===== src/rtl/sbam_pkg.sv =====
// Shared types and constants for the sequence best anchor match core.
// No dependencies; imported by every module of the block.
package sbam_pkg;

  localparam int ELEM_W     = 16;
  localparam int TERM_W     = 34;   // 17 x 17 bit signed product
  localparam int SCORE_W    = 48;

  localparam int MAX_VECTOR_LEN_DEF = 256;
  localparam int QUEUE_DEPTH_DEF    = 4;

  localparam logic signed [SCORE_W-1:0] SUM_MAX  = 48'sh7FFF_FFFF_FFFF;
  localparam logic signed [SCORE_W-1:0] SUM_MIN  = 48'sh8000_0000_0000;
  // largest distance negated
  localparam logic signed [SCORE_W-1:0] DIST_SENT = 48'sh8000_0000_0001;

  localparam logic MODE_DOT  = 1'b0;
  localparam logic MODE_DIST = 1'b1;

  // classified request handed from front to back
  typedef struct packed {
    logic signed [TERM_W-1:0] term;
    logic                     add_en;
    logic                     last_el;
    logic                     last_vec;
    logic                     missing;
  } sbam_item_t;

  typedef struct packed {
    logic full;
    logic empty;
  } sbam_q_status_t;

  typedef struct packed {
    logic pop;
    logic busy;   // compare stage holds a request
  } sbam_back_status_t;

  function automatic logic signed [SCORE_W-1:0] sentinel_of(input logic mode);
    return (mode == MODE_DIST) ? DIST_SENT : SUM_MIN;
  endfunction

endpackage


===== src/rtl/sbam_front.sv =====
// Front end: classifies each accepted request and forms its term (product or
// squared difference). Depends on sbam_pkg.
module sbam_front #(
  parameter int MAX_VECTOR_LEN = sbam_pkg::MAX_VECTOR_LEN_DEF
) (
  input  logic                                clk,
  input  logic                                rst,
  input  logic                                accept,
  input  logic                                reduce_mode,
  input  logic signed [sbam_pkg::ELEM_W-1:0]  vec_elem,
  input  logic signed [sbam_pkg::ELEM_W-1:0]  anchor_elem,
  input  logic                                last_element,
  input  logic                                last_vector,
  input  logic                                missing,
  output sbam_pkg::sbam_item_t                item
);
  import sbam_pkg::*;

  localparam int CNT_W = $clog2(MAX_VECTOR_LEN + 1);

  logic [CNT_W-1:0]        count;
  logic [CNT_W-1:0]        count_next;
  logic                    add_en;
  logic signed [ELEM_W:0]  diff;
  logic signed [ELEM_W:0]  op_x;
  logic signed [ELEM_W:0]  op_y;
  logic signed [TERM_W-1:0] prod;

  assign add_en = (count < CNT_W'(MAX_VECTOR_LEN));

  // one shared multiplier: a*b for dot, d*d for distance
  assign diff = {vec_elem[ELEM_W-1], vec_elem} - {anchor_elem[ELEM_W-1], anchor_elem};
  assign op_x = (reduce_mode == MODE_DIST) ? diff : {vec_elem[ELEM_W-1], vec_elem};
  assign op_y = (reduce_mode == MODE_DIST) ? diff : {anchor_elem[ELEM_W-1], anchor_elem};
  assign prod = op_x * op_y;

  always_comb begin
    count_next = count;
    if (accept) begin
      if (missing || last_element) begin
        count_next = '0;
      end else if (add_en) begin
        count_next = count + CNT_W'(1);
      end
    end
  end

  always_ff @(posedge clk) begin
    if (rst) begin
      count <= '0;
    end else begin
      count <= count_next;
    end
  end

  always_comb begin
    item.term     = prod;
    item.add_en   = add_en;
    item.last_el  = last_element;
    item.last_vec = last_vector;
    item.missing  = missing;
  end

endmodule


===== src/rtl/sbam_queue.sv =====
// Short request queue between front and back, registered entries.
// Depends on sbam_pkg.
module sbam_queue #(
  parameter int DEPTH = sbam_pkg::QUEUE_DEPTH_DEF
) (
  input  logic                     clk,
  input  logic                     rst,
  input  logic                     push,
  input  sbam_pkg::sbam_item_t     wr_item,
  input  logic                     pop,
  output sbam_pkg::sbam_item_t     rd_item,
  output sbam_pkg::sbam_q_status_t status
);
  import sbam_pkg::*;

  localparam int PTR_W = (DEPTH > 1) ? $clog2(DEPTH) : 1;
  localparam int CNT_W = $clog2(DEPTH + 1);

  sbam_item_t       entries [DEPTH];
  logic [PTR_W-1:0] wr_ptr;
  logic [PTR_W-1:0] rd_ptr;
  logic [CNT_W-1:0] count;

  function automatic logic [PTR_W-1:0] wrap_inc(input logic [PTR_W-1:0] p);
    return (p == PTR_W'(DEPTH - 1)) ? '0 : p + PTR_W'(1);
  endfunction

  always_ff @(posedge clk) begin
    if (rst) begin
      wr_ptr <= '0;
      rd_ptr <= '0;
      count  <= '0;
    end else begin
      if (push) begin
        wr_ptr <= wrap_inc(wr_ptr);
      end
      if (pop) begin
        rd_ptr <= wrap_inc(rd_ptr);
      end
      if (push && !pop) begin
        count <= count + CNT_W'(1);
      end else if (pop && !push) begin
        count <= count - CNT_W'(1);
      end
    end
  end

  always_ff @(posedge clk) begin
    if (push) begin
      entries[wr_ptr] <= wr_item;
    end
  end

  assign rd_item      = entries[rd_ptr];
  assign status.full  = (count == CNT_W'(DEPTH));
  assign status.empty = (count == '0);

endmodule


===== src/rtl/sbam_back.sv =====
// Back end: accumulates vector sums, compares finished vectors with the
// best so far and holds the score for the output. Depends on sbam_pkg.
module sbam_back (
  input  logic                                  clk,
  input  logic                                  rst,
  input  logic                                  reduce_mode,
  input  sbam_pkg::sbam_item_t                  head,
  input  sbam_pkg::sbam_q_status_t              q_status,
  input  logic                                  out_ready,
  output logic                                  out_valid,
  output logic signed [sbam_pkg::SCORE_W-1:0]   out_score,
  output sbam_pkg::sbam_back_status_t           status
);
  import sbam_pkg::*;

  // accumulate stage
  logic signed [SCORE_W-1:0] running_sum;
  logic signed [SCORE_W:0]   acc_wide;
  logic signed [SCORE_W-1:0] acc_sat;
  logic signed [SCORE_W-1:0] sum_new;
  logic                      head_needs_b;
  logic                      pop;

  // compare stage
  logic                      b_valid;
  logic signed [SCORE_W-1:0] b_sum;
  logic                      b_last_vec;
  logic                      b_missing;
  logic                      b_emits;
  logic                      b_fire;
  logic                      out_free;

  logic signed [SCORE_W-1:0] best_value;
  logic                      have_best;
  logic signed [SCORE_W-1:0] cand;
  logic signed [SCORE_W-1:0] best_next;
  logic signed [SCORE_W-1:0] final_score;

  assign acc_wide = {running_sum[SCORE_W-1], running_sum}
                  + {{(SCORE_W + 1 - TERM_W){head.term[TERM_W-1]}}, head.term};

  always_comb begin
    if (acc_wide[SCORE_W] != acc_wide[SCORE_W-1]) begin
      acc_sat = acc_wide[SCORE_W] ? SUM_MIN : SUM_MAX;
    end else begin
      acc_sat = acc_wide[SCORE_W-1:0];
    end
    sum_new = head.add_en ? acc_sat : running_sum;
  end

  assign out_free     = !out_valid || out_ready;
  assign b_emits      = b_missing || b_last_vec;
  assign b_fire       = b_valid && (!b_emits || out_free);
  assign head_needs_b = head.last_el || head.missing;
  assign pop          = !q_status.empty && (!head_needs_b || !b_valid || b_fire);

  always_ff @(posedge clk) begin
    if (rst) begin
      running_sum <= '0;
    end else if (pop) begin
      running_sum <= head_needs_b ? '0 : sum_new;
    end
  end

  always_ff @(posedge clk) begin
    if (rst) begin
      b_valid <= 1'b0;
    end else if (pop && head_needs_b) begin
      b_valid <= 1'b1;
    end else if (b_fire) begin
      b_valid <= 1'b0;
    end
  end

  always_ff @(posedge clk) begin
    if (pop && head_needs_b) begin
      b_sum      <= sum_new;
      b_last_vec <= head.last_vec;
      b_missing  <= head.missing;
    end
  end

  // candidate in score form; negating the most negative sum saturates
  always_comb begin
    if (reduce_mode == MODE_DIST) begin
      cand = (b_sum == SUM_MIN) ? SUM_MAX : -b_sum;
    end else begin
      cand = b_sum;
    end
    best_next   = (!have_best || cand > best_value) ? cand : best_value;
    // a dot-mode floor value ending a distance-mode example lifts to its sentinel
    final_score = ((reduce_mode == MODE_DIST) && (best_next == SUM_MIN)) ? DIST_SENT
                                                                         : best_next;
  end

  always_ff @(posedge clk) begin
    if (rst) begin
      best_value <= SUM_MIN;
      have_best  <= 1'b0;
    end else if (b_fire) begin
      if (b_emits) begin
        best_value <= sentinel_of(reduce_mode);
        have_best  <= 1'b0;
      end else begin
        best_value <= best_next;
        have_best  <= 1'b1;
      end
    end
  end

  always_ff @(posedge clk) begin
    if (rst) begin
      out_valid <= 1'b0;
    end else if (b_fire && b_emits) begin
      out_valid <= 1'b1;
    end else if (out_ready) begin
      out_valid <= 1'b0;
    end
  end

  always_ff @(posedge clk) begin
    if (b_fire && b_emits) begin
      out_score <= b_missing ? sentinel_of(reduce_mode) : final_score;
    end
  end

  assign status.pop  = pop;
  assign status.busy = b_valid;

endmodule


===== src/rtl/sequence_best_anchor_match_core.sv =====
// Top level of the sequence best anchor match core: mode register, front end,
// request queue and back end. Depends on sbam_pkg, sbam_front, sbam_queue and
// sbam_back.
//
// Use:
//   Slave stream s_*: one element pair per request. s_tdata holds vec_elem
//   and anchor_elem, s_tlast marks the last element of a vector, s_tuser
//   carries last_vector and missing. Master stream m_*: one 48-bit signed score
//   per example, at the last element of its last vector or at a missing flag.
//   cfg_*: writes reduce_mode (0 = max dot product, 1 = negated min squared
//   distance); always ready, to be written only while the block is drained.
// Path: the request that ends an example is written into the queue, popped into
//   the compare stage, and from there its score is registered onto m_tdata.
// Throughput: one request per cycle while s_tready is high; the accumulate loop is
//   a single 48-bit saturating add per cycle and the multiplier runs once per request.
// Reset: rst clears the mode to dot, the queue, the sums and the output.
// Stall: while m_tready is low the score holds; the back end keeps summing until
//   the compare stage holds the next score and a further vector end reaches it,
//   then the queue fills and s_tready drops.
module sequence_best_anchor_match_core #(
  parameter int MAX_VECTOR_LEN = sbam_pkg::MAX_VECTOR_LEN_DEF,
  parameter int QUEUE_DEPTH    = sbam_pkg::QUEUE_DEPTH_DEF
) (
  input  logic        clk,
  input  logic        rst,
  // slave stream
  input  logic        s_tvalid,
  output logic        s_tready,
  input  logic [31:0] s_tdata,   // [15:0] vec_elem, [31:16] anchor_elem
  input  logic        s_tlast,   // last_element
  input  logic [1:0]  s_tuser,   // [0] last_vector, [1] missing
  // master stream
  output logic        m_tvalid,
  input  logic        m_tready,
  output logic [47:0] m_tdata,   // [47:0] score
  // mode register write
  input  logic        cfg_valid,
  output logic        cfg_ready,
  input  logic        cfg_data
);
  import sbam_pkg::*;

  logic              reduce_mode;
  logic              accept;
  sbam_item_t        front_item;
  sbam_item_t        head_item;
  sbam_q_status_t    q_status;
  sbam_back_status_t b_status;
  logic signed [SCORE_W-1:0] score;

  // mode register
  assign cfg_ready = 1'b1;
  always_ff @(posedge clk) begin
    if (rst) begin
      reduce_mode <= MODE_DOT;
    end else if (cfg_valid && cfg_ready) begin
      reduce_mode <= cfg_data;
    end
  end

  assign s_tready = !q_status.full;
  assign accept   = s_tvalid && s_tready;

  sbam_front #(
    .MAX_VECTOR_LEN (MAX_VECTOR_LEN)
  ) u_front (
    .clk          (clk),
    .rst          (rst),
    .accept       (accept),
    .reduce_mode  (reduce_mode),
    .vec_elem     (s_tdata[15:0]),
    .anchor_elem  (s_tdata[31:16]),
    .last_element (s_tlast),
    .last_vector  (s_tuser[0]),
    .missing      (s_tuser[1]),
    .item         (front_item)
  );

  sbam_queue #(
    .DEPTH (QUEUE_DEPTH)
  ) u_queue (
    .clk     (clk),
    .rst     (rst),
    .push    (accept),
    .wr_item (front_item),
    .pop     (b_status.pop),
    .rd_item (head_item),
    .status  (q_status)
  );

  sbam_back u_back (
    .clk         (clk),
    .rst         (rst),
    .reduce_mode (reduce_mode),
    .head        (head_item),
    .q_status    (q_status),
    .out_ready   (m_tready),
    .out_valid   (m_tvalid),
    .out_score   (score),
    .status      (b_status)
  );

  assign m_tdata = score;

  // reset leaves no score pending and an empty queue
  a_reset_clears: assert property (@(posedge clk)
    rst |=> (!m_tvalid && q_status.empty))
    else $error("state not cleared after reset");

  // a new score comes only out of the compare stage
  a_score_source: assert property (@(posedge clk) disable iff (rst)
    $rose(m_tvalid) |-> $past(b_status.busy))
    else $error("score appeared without a compare stage request");

  // back end never pops an empty queue
  a_no_underflow: assert property (@(posedge clk) disable iff (rst)
    b_status.pop |-> !q_status.empty)
    else $error("queue popped while empty");

endmodule


===== config.mk =====
export PLATFORM = sky130hd
export DESIGN_NAME = sequence_best_anchor_match_core
export DESIGN_NICKNAME = d
export VERILOG_FILES = /design/src/rtl/sbam_pkg.sv /design/src/rtl/sbam_front.sv /design/src/rtl/sbam_queue.sv /design/src/rtl/sbam_back.sv /design/src/rtl/sequence_best_anchor_match_core.sv
export SDC_FILE = /design/constraint.sdc
export NUM_CORES = 2
export LEC_CHECK = 0
export BUFFER_PORTS_ARGS = -buffer_cell sky130_fd_sc_hd__clkbuf_2
export CAP_MARGIN = 20
export CORE_UTILIZATION = 28
export DETAILED_ROUTE_END_ITERATION = 10
export PLACE_DENSITY_LB_ADDON = 0.15
export SETUP_SLACK_MARGIN = 0.15
export SLEW_MARGIN = 20
export SYNTH_ARGS = -nofsm -noshare
export SYNTH_HDL_FRONTEND = slang
export SYNTH_HIERARCHICAL = 1
export SYNTH_SLANG_ARGS = --single-unit

===== constraint.sdc =====
create_clock -name clk -period 8.2 [get_ports clk]
set_input_delay 1.23 -clock clk [delete_from_list [all_inputs] [get_ports clk]]
set_output_delay 1.23 -clock clk [all_outputs]
set_load 0.02 [all_outputs]

==> metrics.txt <==
largest net degree at the start of global routing 98; DRC violations left 0; Die Span Y 344 µm; FMAX 0.124 GHz; layout cells sized above 1 20.4%; dpl hpwl 74500 µm; DR vias 25564; mapped cell area ~33000 µm²; Max Fanout on Critical Path 4; crit start category primary input; Max Buffers Root-to-Sink 3; GP Congestion 0.847; Num CTS Buffers 44; worst hold path type reg2reg; synthesis-to-finish area growth 21.3%; n_diodes 0; worst-skew pair later-pin latency 590 ps; full die area between 100000 and 150000 µm²; clock slew at reported path FFs 60 ps; status finished, final reports clean; minimum clock period ~8100 ps; vias in the first global route 26452; cts hold-fix bufs 0; Die X 344 µm; R2R depth 29; IO Port Bufs 90; first-pass GRT wire length ~150000 µm; Detail Route Antenna Nets 0; delay-heaviest family, CP adder cells; synthesized netlist cell count 3424; Sink Count between 300 and 400; syn nets slightly below 4000; slew at the pin closest to its max-slew limit 1060 ps; hold path depth 2; critical path's slowest cell fa_1; final net count 4312; Reg-to-Reg Start reduce_mode; CTS tree built; Slew Limit Headroom 29.1%; DR iter-0 viols 1133; initial core utilization 28.2%; drt total wl 94200 µm; worst r2r dst u_queue/entries[2][36]; # setup viols final 0; Worst Path Arrival 8390 ps; CP max stage delay 520 ps; Syn. warnings 6; Max-Cap Viols 0; HP Start u_back/have_best; clk root buf clkbuf_16; Core Area 116000 µm²; Overflow after GRT 0; Worst Hold End u_back/have_best; fin util 34.2%; initial antenna violation count 0; average wire per standard cell approximately 18 µm; Worst path most repeated cell fa_1; DR vias/cell around 4.8; CP Data Required Time 8500 ps; RSZ-0062 raised after global routing yes; Pre-Repair DR Iteration Count 5; GRT Overall Usage roughly 16%; Buf/Inv on CP 12; CP endpoint kind register; clock skew 34.4 ps; syn avg cell area 9.58 µm²; Pins Over Slew Limit 0; H-tree depth 2; FP Rows 125; Tcrit/Tclk final 98.6%; # IOs between 90 and 100; setup slack, reg-to-reg 1140 ps; filler cell count in the final layout 12039; Final Hold Viols 0; crit path kind in2reg
[placed cells by master, fill, tap and decap left out, types with 46 or more instances in the layout]
cell         n
inv_1      409
buf_4      328
nor2_1     313
fa_1       286
nand2_1    282
edfxtp_1   250
a21oi_1    195
ha_1       187
o21ai_0    171
dfxtp_1    115
clkbuf_2    89
a21o_1      69
mux2i_1     58
xnor2_1     55
nor3_1      52
a22oi_1     52
clkbuf_16   46
[cell type report]
type / instances / area (µm²) / share of cell area (%)
multi-input cells: 2459 / 21400 / 53.9
flip-flops and latches: 368 / 9880 / 24.8
repair buffers: 458 / 3500 / 8.80
well taps: 1524 / 1910 / 4.79
inverters: 436 / 1650 / 4.16
clock buffers: 54 / 1160 / 2.92
clock inverters: 27 / 243 / 0.610
[timing repair]
| action | 4_1_cts | 5_1_grt |
|---|---|---|
| cloned | 1 | 0 |
| gates resized for setup | 92 | 75 |
| setup endpoints to repair | 56 | 68 |
| setup buffers | 22 | 21 |
| pin swaps | 91 | 58 |
[metal layers]
metal | wire [µm] | GRT usage, % | vias to the layer above
li1 | - | - | 12563
met1 | 43500 | 21.3 | 12512
met2 | 46100 | 28.4 | 386
met3 | 2410 | 1.15 | 103
met4 | 2160 | 4.24 | 0
met5 | 0 | 0 | -
[how the worst max path moves through the flow]
stage / slack (ps) / cells past startpoint / startpoint / to
floorplan: 3 / 30 / s_tdata[0] / u_queue/entries[0][37]
global placement: -680 / 33 / s_tdata[0] / u_queue/entries[0][37]
detailed placement: -780 / 33 / s_tdata[0] / u_queue/entries[0][37]
CTS: 110 / 33 / s_tdata[0] / u_queue/entries[0][37]
global route: -180 / 33 / s_tdata[0] / u_queue/entries[3][27]
finish: 110 / 34 / s_tdata[0] / u_queue/entries[2][36]
[worst reg2reg max path: cells and delay by family (launching register included)]
family,cells,cell delay [ps]
adder cells (fa/ha/maj),7,3230
AO/OA/AOI/OAI,9,1750
buffers and inverters,10,1200
flip-flops,1,390
AND/OR/NAND/NOR,3,240
[state kept, by name, indices dropped and copies added (netlist names), 3 cells and up, named ones only]
signal / count
u_back/running_sum: 48
u_back/best_value: 48
u_back/out_score: 48
u_back/b_sum: 48
u_queue/entries: 152
u_front/count: 9
u_queue/count: 3
[per-stage QoR]
step | hold slack (ps) | instances | setup slack (ps) | area (µm²) | TNS (ps)
CTS | 470 | 5305 | 114 | 39300 | 0
floorplan | 437 | 3424 | 2.56 | 33100 | 0
global route | 497 | 5326 | -177 | 39800 | -4990
detailed placement | 461 | 5201 | -784 | 37300 | -39230
finish | 467 | 5326 | 111 | 39800 | 0
global placement | 456 | 5201 | -682 | 37300 | -34380
Power is not shown: default switching activity piles up to over one toggle a cycle in this logic, so the estimate is an artifact.
